File: config.mk
export PLATFORM = sky130hd
export DESIGN_NAME = circle_pair_tangency_finder
export DESIGN_NICKNAME = d
export VERILOG_FILES = /design/src/rtl/core/ctpf_pkg.sv /design/src/rtl/core/ctpf_cell.sv /design/src/rtl/core/ctpf_cmp.sv /design/src/rtl/core/circle_pair_tangency_finder.sv
export SDC_FILE = /design/constraint.sdc
export NUM_CORES = 2
export LEC_CHECK = 0
export BUFFER_PORTS_ARGS = -buffer_cell sky130_fd_sc_hd__buf_2
export CELL_PAD_IN_SITES_DETAIL_PLACEMENT = 1
export CELL_PAD_IN_SITES_GLOBAL_PLACEMENT = 1
export CORE_MARGIN = 2
export CORE_UTILIZATION = 53
export DETAILED_ROUTE_END_ITERATION = 10
export PLACE_DENSITY = 0.85
export SETUP_SLACK_MARGIN = 0.05
export SYNTH_ARGS = -nofsm -noshare
export SYNTH_HDL_FRONTEND = slang
export SYNTH_HIERARCHICAL = 1
export SYNTH_SLANG_ARGS = --single-unit
File: constraint.sdc
create_clock -name clk -period 100.8 [get_ports clk]
set_clock_uncertainty 0.05 [all_clocks]
set_input_delay 10.08 -clock clk [delete_from_list [all_inputs] [get_ports clk]]
set_output_delay 10.08 -clock clk [all_outputs]
set_load 0.005 [all_outputs]
File: src/rtl/core/ctpf_pkg.sv
// ctpf_pkg: shared constants and types for the circle pair tangency finder.
// No dependencies; imported by every module under rtl/core.
package ctpf_pkg;

	localparam int DEF_CAPACITY   = 64;
	localparam int DEF_COORD_BITS = 16;
	localparam int RAD_W          = 16;
	localparam int IDX_OUT_W      = 6;

	localparam logic KIND_EXTERNAL = 1'b0;
	localparam logic KIND_INTERNAL = 1'b1;

	typedef struct packed {
		logic valid;
		logic last;
	} cmp_tag_t;

	typedef struct packed {
		logic hit;
		logic kind;
		logic last;
	} cmp_res_t;

endpackage

File: src/rtl/core/ctpf_cell.sv
// ctpf_cell: one storage cell of the circle ring; holds {x, y, r}.
// Depends on ctpf_pkg.
module ctpf_cell
	import ctpf_pkg::*;
#(
	parameter int CIRC_W = 2 * DEF_COORD_BITS + RAD_W
) (
	input  logic              clk,
	input  logic              shift,
	input  logic [CIRC_W-1:0] d,
	output logic [CIRC_W-1:0] q
);

	logic [CIRC_W-1:0] circ_q;

	always_ff @(posedge clk) begin
		if (shift) begin
			circ_q <= d;
		end
	end

	assign q = circ_q;

endmodule

File: src/rtl/core/ctpf_cmp.sv
// ctpf_cmp: three-stage tangency test of the new circle against one stored circle.
// Squared distance against squared radius sum and difference. Depends on ctpf_pkg.
module ctpf_cmp
	import ctpf_pkg::*;
#(
	parameter int CW = DEF_COORD_BITS,
	parameter int IW = 6
) (
	input  logic                 clk,
	input  logic                 arst_n,
	input  logic signed [CW-1:0] cur_x,
	input  logic signed [CW-1:0] cur_y,
	input  logic [RAD_W-1:0]     cur_r,
	input  logic signed [CW-1:0] st_x,
	input  logic signed [CW-1:0] st_y,
	input  logic [RAD_W-1:0]     st_r,
	input  cmp_tag_t             tag,
	input  logic [IW-1:0]        idx,
	output cmp_res_t             res,
	output logic [IW-1:0]        res_idx
);

	localparam int SQ_W   = 2 * CW + 2;
	localparam int RSQ_W  = 2 * RAD_W + 2;
	localparam int CMP_W  = (SQ_W + 1 > RSQ_W) ? SQ_W + 1 : RSQ_W;

	logic signed [CW:0] dx, dy;
	logic [CW:0]        adx, ady;
	logic [RAD_W:0]     rsum, rdiff;

	logic [CW:0]        adx_s1, ady_s1;
	logic [RAD_W:0]     rsum_s1, rdiff_s1;
	logic               req_s1;
	cmp_tag_t           tag_s1;
	logic [IW-1:0]      idx_s1;

	logic [SQ_W-1:0]    sqx_s2, sqy_s2;
	logic [RSQ_W-1:0]   sqs_s2, sqd_s2;
	logic               coin_s2;
	cmp_tag_t           tag_s2;
	logic [IW-1:0]      idx_s2;

	logic [CMP_W-1:0]   d2;
	logic               ext_eq, int_eq;

	cmp_res_t           res_s3;
	logic [IW-1:0]      idx_s3;

	always_comb begin
		dx    = {cur_x[CW-1], cur_x} - {st_x[CW-1], st_x};
		dy    = {cur_y[CW-1], cur_y} - {st_y[CW-1], st_y};
		adx   = dx[CW] ? $unsigned(-dx) : $unsigned(dx);
		ady   = dy[CW] ? $unsigned(-dy) : $unsigned(dy);
		rsum  = {1'b0, cur_r} + {1'b0, st_r};
		rdiff = (cur_r > st_r) ? {1'b0, cur_r} - {1'b0, st_r} : {1'b0, st_r} - {1'b0, cur_r};
	end

	always_ff @(posedge clk) begin
		adx_s1   <= adx;
		ady_s1   <= ady;
		rsum_s1  <= rsum;
		rdiff_s1 <= rdiff;
		req_s1   <= (cur_r == st_r);
		idx_s1   <= idx;
		sqx_s2   <= adx_s1 * adx_s1;
		sqy_s2   <= ady_s1 * ady_s1;
		sqs_s2   <= rsum_s1 * rsum_s1;
		sqd_s2   <= rdiff_s1 * rdiff_s1;
		coin_s2  <= (adx_s1 == '0) && (ady_s1 == '0) && req_s1;
		idx_s2   <= idx_s1;
		idx_s3   <= idx_s2;
	end

	always_comb begin
		d2     = CMP_W'(sqx_s2) + CMP_W'(sqy_s2);
		ext_eq = (d2 == CMP_W'(sqs_s2));
		int_eq = (d2 == CMP_W'(sqd_s2));
	end

	always_ff @(posedge clk or negedge arst_n) begin
		if (!arst_n) begin
			tag_s1 <= '0;
			tag_s2 <= '0;
			res_s3 <= '0;
		end else begin
			tag_s1      <= tag;
			tag_s2      <= tag_s1;
			res_s3.hit  <= tag_s2.valid && !coin_s2 && (ext_eq || int_eq);
			res_s3.kind <= ext_eq ? KIND_EXTERNAL : KIND_INTERNAL;
			res_s3.last <= tag_s2.last;
		end
	end

	assign res     = res_s3;
	assign res_idx = idx_s3;

endmodule

File: src/rtl/core/circle_pair_tangency_finder.sv
// circle_pair_tangency_finder: ring of circle cells rotating past one tangency comparator.
// Each accepted circle takes one full ring turn, the three compare stages and one
// output beat; busy is high through the ring turn and compare stages, one circle at a time.
// A circle ignored because the store is full starts no ring turn. Results are one-cycle beats.
// arst_n clears the circle count and all control; stored circles are not cleared.
// Depends on ctpf_pkg, ctpf_cell, ctpf_cmp.
module circle_pair_tangency_finder
	import ctpf_pkg::*;
#(
	parameter int CAPACITY   = DEF_CAPACITY,
	parameter int COORD_BITS = DEF_COORD_BITS
) (
	input  logic                 clk,
	input  logic                 arst_n,
	input  logic                 start,
	output logic                 busy,
	input  logic signed [15:0]   center_x,
	input  logic signed [15:0]   center_y,
	input  logic [RAD_W-1:0]     radius,
	input  logic                 start_new,
	output logic                 result_strobe,
	output logic [IDX_OUT_W-1:0] earlier_index,
	output logic [IDX_OUT_W-1:0] new_index,
	output logic                 tangency_kind,
	output logic                 last_pair
);

	localparam int CW     = (COORD_BITS < 16) ? COORD_BITS : 16;
	localparam int CIRC_W = 2 * CW + RAD_W;
	localparam int IW     = (CAPACITY > 1) ? $clog2(CAPACITY) : 1;
	localparam int CNT_W  = $clog2(CAPACITY + 1);

	logic [CIRC_W-1:0] ring [CAPACITY];
	logic [CIRC_W-1:0] tail_d;

	logic                 scan_q;
	logic [IW-1:0]        k_q;
	logic [CNT_W-1:0]     count_q;
	logic [IW-1:0]        new_idx_q;
	logic signed [CW-1:0] cur_x_q, cur_y_q;
	logic [RAD_W-1:0]     cur_r_q;

	logic                 accept, take, scan_end;
	cmp_tag_t             tag;
	cmp_res_t             res;
	logic [IW-1:0]        res_idx;
	logic                 end_s1_q, end_s2_q;

	logic                 pend_q;
	logic [IW-1:0]        pend_idx_q;
	logic                 pend_kind_q;

	logic                 emit, emit_last;
	logic                 strobe_q, last_q, kind_q;
	logic [IW-1:0]        eidx_q, nidx_q;

	assign accept   = start && !busy;
	assign take     = accept && (start_new || (count_q < CNT_W'(CAPACITY)));
	assign scan_end = scan_q && (k_q == IW'(CAPACITY - 1));
	assign busy     = scan_q || end_s1_q || end_s2_q || res.last;

	// ring: cell 0 is the comparator tap, data moves towards it
	assign tail_d = (CNT_W'(k_q) == count_q) ? {cur_x_q, cur_y_q, cur_r_q} : ring[0];

	for (genvar i = 0; i < CAPACITY; i++) begin : g_cell
		ctpf_cell #(.CIRC_W(CIRC_W)) u_cell (
			.clk   (clk),
			.shift (scan_q),
			.d     ((i == CAPACITY - 1) ? tail_d : ring[(i + 1) % CAPACITY]),
			.q     (ring[i])
		);
	end

	always_comb begin
		tag.valid = scan_q && (CNT_W'(k_q) < count_q);
		tag.last  = scan_end;
	end

	ctpf_cmp #(.CW(CW), .IW(IW)) u_cmp (
		.clk     (clk),
		.arst_n  (arst_n),
		.cur_x   (cur_x_q),
		.cur_y   (cur_y_q),
		.cur_r   (cur_r_q),
		.st_x    (ring[0][CIRC_W-1 -: CW]),
		.st_y    (ring[0][RAD_W+CW-1 -: CW]),
		.st_r    (ring[0][RAD_W-1:0]),
		.tag     (tag),
		.idx     (k_q),
		.res     (res),
		.res_idx (res_idx)
	);

	always_ff @(posedge clk) begin
		if (take) begin
			cur_x_q   <= center_x[CW-1:0];
			cur_y_q   <= center_y[CW-1:0];
			cur_r_q   <= radius;
			new_idx_q <= start_new ? '0 : IW'(count_q);
		end
		if (res.hit) begin
			pend_idx_q  <= res_idx;
			pend_kind_q <= res.kind;
		end
		if (emit) begin
			eidx_q <= pend_idx_q;
			nidx_q <= new_idx_q;
			kind_q <= pend_kind_q;
			last_q <= emit_last;
		end
	end

	// a found pair is held back one hit so the final one can be marked
	assign emit      = pend_q && (res.hit || res.last);
	assign emit_last = res.last;

	always_ff @(posedge clk or negedge arst_n) begin
		if (!arst_n) begin
			scan_q   <= 1'b0;
			k_q      <= '0;
			count_q  <= '0;
			end_s1_q <= 1'b0;
			end_s2_q <= 1'b0;
			pend_q   <= 1'b0;
			strobe_q <= 1'b0;
		end else begin
			end_s1_q <= scan_end;
			end_s2_q <= end_s1_q;
			strobe_q <= emit;
			if (res.hit) begin
				pend_q <= 1'b1;
			end else if (res.last) begin
				pend_q <= 1'b0;
			end
			if (accept && start_new) begin
				count_q <= '0;
			end else if (scan_end) begin
				count_q <= count_q + 1'b1;
			end
			if (take) begin
				scan_q <= 1'b1;
				k_q    <= '0;
			end else if (scan_q) begin
				k_q <= k_q + 1'b1;
				if (scan_end) begin
					scan_q <= 1'b0;
				end
			end
		end
	end

	assign result_strobe = strobe_q;
	assign earlier_index = IDX_OUT_W'(eidx_q);
	assign new_index     = IDX_OUT_W'(nidx_q);
	assign tangency_kind = kind_q;
	assign last_pair     = last_q;

	a_last_frees: assert property (@(posedge clk) disable iff (!arst_n)
		result_strobe && last_pair |-> !busy)
		else $error("final beat while still busy");

	a_take_scans: assert property (@(posedge clk) disable iff (!arst_n)
		take |=> scan_q && (k_q == '0))
		else $error("accepted circle did not start a ring turn");

	a_scan_room: assert property (@(posedge clk) disable iff (!arst_n)
		scan_q |-> (count_q < CNT_W'(CAPACITY)))
		else $error("ring turn with a full store");

	a_no_double: assert property (@(posedge clk) disable iff (!arst_n)
		res.last |-> !res.hit)
		else $error("hit on the closing slot of a ring turn");

endmodule
==> flow_summary.yaml <==
sta:
  worst_pin_slew_ns: 1.32
  max_slew_margin: 0.0951
  min_period_over_period: 0.129
  period_minus_slack_ns: 13.01
  finalSetupViolCount: 0
  slew_violations: 0
  max_freq_mhz: 76.9
  tns_ns: 0
  hold_viol_final: 0
  rsz0062_at_grt: "no"
cts:
  cts_hold_buf: 0
  clock_path_buffers: 4
  clock_latency_ns: 0.94
  cts_sinks: 3390
  cts_resized: 0
  cts_buffers: 326
  cts_tree: "yes"
  h-tree-depth: 5
  path_clk_slew_ns: 0.07
  post-cts-setup-buffers: 0
  cts_root_buffer: "clkbuf_16"
floorplan:
  rows: 189
  die_area_mm2: 0.270
  core_area_mm2: 0.265
  start_util: 0.532
  io_pins: 68
  die_w_um: 519
  die_y_um: 519
routing:
  via_count: 66800
  wl_per_cell_um: 23.6
  vias_per_cell: 5.40
  drc: 0
  drt-initial-drc-count: 4959
  drt.antenna.violating_nets: 0
  firstDrtPassIters: 6
  wl_um: 292000
setup_path:
  cp-start-kind: "register"
  cp_slowest_cell: "nor4_1"
  slowest_delay_ns: 0.92
  critical_path_class: "reg2out"
  cp_max_fo: 47
  crit_chain: "nor4_1, inv_1, buf_2"
  critPathArrivalTime_ns: 2.88
  end_kind: "output pin"
  required_ns: 90.67
min_path:
  hp-class: "reg2reg"
layout:
  layout.nets: 9967
  utilization: 0.590
  area_delta_synth_final_pct: 10.9
  fillers: 23600
  drive_above_1_share: 0.0782
synth:
  ys_async_sr_fraction: 0.00737
  synth-seq-cells: 3390
  synth_cell_type_count: 93
  netlist_area_mm2: 0.141
  muxShareOfSynthArea: 0.00633
  yosysSeqAreaShare: 0.707
  synthAdderAreaFrac: 0.159
  synth_compound_area_frac: 0.0275
  synthFlopType: "edfxtp_1"
  synth_nets: 9660
  synth_cells: 8277
  synth_edf_count: 3147
  yosys.area_share.xor_xnor: 0.0218
  ys_warn_count: 6
  synth-simple-area-share: 0.0411
  synth_top_family_by_area: "adder cells"
  post_synth.cell_area_avg_um2: 17.0
global_route:
  antenna_found_initial: 10
  grt_pass1_wl_um: 456000
  grt.overflow.total: 0
  grt_pass1_vias: 74600
  grt_use_total: 0.222
  grt_max_degree: 226
pwr:
  power_leakage_nw: 59.3
  p_per_area_mw_per_mm2: 33.9
  vdd_drop_max_v: 0.0000467
placement:
  routabilityCongestion: 0.897
  dp_hpwl_um: 181000
  portBuffers: 67
run:
  maxCapViolCount: 0
outcome:
  status: "finished clean"
-- critical path: cells and delay by family, from the launching register on --
family / cells / cell delay (ns)
buffers and inverters: 2 / 0.30
and+or+nand+nor: 1 / 0.92
DFF: 1 / 0.72
-- layer usage --
metal,part of all wire,global-route usage,wire [µm],up-vias
met1,0.41,0.292,120000,34700
met4,0.045,0.0958,13100,8
met5,0.00019,0,55,-
met2,0.50,0.372,146000,1938
li1,-,-,-,29400
met3,0.047,0.0327,13600,725
-- registers in the layout (all words and copies together), names as in the netlist, 7 cells and up --
signal and cells:
count_q 7, cur_x_q 16, u_cmp/rdiff_s1 17, u_cmp/ady_s1 17, u_cmp/sqx_s2 33, u_cmp/sqd_s2 33, u_cmp/adx_s1 17, cur_y_q 16
cur_r_q 16, u_cmp/sqy_s2 33, u_cmp/rsum_s1 16, g_cell.u_cell/q 3072, u_cmp/sqs_s2 32
-- cell families (layout without fill, tap and decap cells) --
group	Yosys count	in the layout
buffers and inverters	1387	1951
and+or+nand+nor	1178	1178
AOI/OAI and AO/OA	585	585
DFF	3390	3390
adders and majority gates	1331	1331
muxes	74	74
other	0	3
xor gates and xnor gates	332	332
-- final timing paths --
| path | slack [ns] | end | start | cells past startpoint |
|---|---|---|---|---|
| min in group asynchronous | 9.14 | count_q[3] | arst_n | 1 |
| hold reg to reg | 0.28 | u_cmp/res_idx[2] | u_cmp/idx_s2[2] | 0 |
| setup / recovery | 87.79 | busy | scan_q | 3 |
| setup reg to reg | 93.01 | u_cmp/sqd_s2[33] | u_cmp/rdiff_s1[4] | 24 |
| max in group asynchronous | 91.02 | scan_q | arst_n | 1 |
| hold / removal | 0.28 | u_cmp/res_idx[2] | u_cmp/idx_s2[2] | 0 |
-- where the power goes --
group          switching (W)  internal [W]  total [W]
logic                0.00122      0.000840    0.00206
clock network       0.000537      0.000689    0.00123
registers           0.000128       0.00188    0.00201
-- stage by stage --
step | cell area [µm²] | hold slack, ns | setup WS (ns) | power (W) | std cells
4_1_cts | 156000 | 0.289 | 87.76 | 0.00535 | 12400
5_1_grt | 156000 | 0.295 | 87.75 | 0.00565 | 12400
3_3_place_gp | 145000 | 0.268 | 88.80 | 0.00396 | 11800
2_1_floorplan | 141000 | 0.260 | 20.46 | 0.00374 | 8277
3_5_place_dp | 145000 | 0.266 | 88.69 | 0.00406 | 11800
6_report | 156000 | 0.284 | 87.79 | 0.00529 | 12400
-- Yosys cell counts (12+ instances only) --
cell,number,area [µm²]
nor2_1,212,796
ha_1,565,7070
o21ai_1,12,60.1
buf_2,21,105
edfxtp_1,3147,94500
clkbuf_1,106,398
o21a_1,39,293
o31ai_1,12,90.1
a211oi_1,21,158
o211ai_1,16,120
a31oi_1,17,106
or2_2,16,100
mux2i_1,14,140
a21oi_1,188,941
mux2_2,40,450
nor4_1,31,194
nand2_1,410,1540
xnor2_1,237,2080
a21o_1,49,368
fa_1,766,15300
inv_1,1249,4690
nor3_1,56,280
xor2_1,84,736
mux2_4,20,300
or3_1,23,144
nand3_1,34,170
o21ai_0,87,435
nor2b_1,51,319
and3_1,20,125
o21bai_1,36,270
nand2b_1,27,169
and2_1,228,1430
nand4_1,28,175
dfrtp_1,25,626
dfxtp_1,218,4360
-- layout by cell type (no fill, tap or decap), types with 23 or more instances in the layout --
master and n:
fa_1 766, dfrtp_1 24, a21o_1 49, mux2_2 40, xnor2_1 237, and2_1 228
o21ai_0 87, nand4_1 28, ha_1 565, nor4_1 31, nor2b_1 51, o21a_1 39
xor2_1 84, buf_4 41, a21oi_1 188, o21bai_1 36, inv_1 1249, clkinv_2 55
nand2b_1 27, clkinv_1 62, nand3_1 34, clkbuf_1 54, bufinv_16 30, or3_1 23
nand2_1 410, nor2_1 212, dfxtp_1 218, edfxtp_1 3147, nor3_1 56, buf_2 67
clkbuf_16 328
-- area by class of cell --
type	count	area (µm²)	share of cell area
inverter	1253	4700	0.0301
multi-input combinational	3500	36000	0.231
sequential	3390	99500	0.637
clock inverter	196	2240	0.0143
timing repair buffer	113	743	0.00476
antenna	3	7.51	0.0000481
tap	3533	4420	0.0283
clock buffer	389	8510	0.0545
No activity file was read; power rests on OpenSTA's default activity.
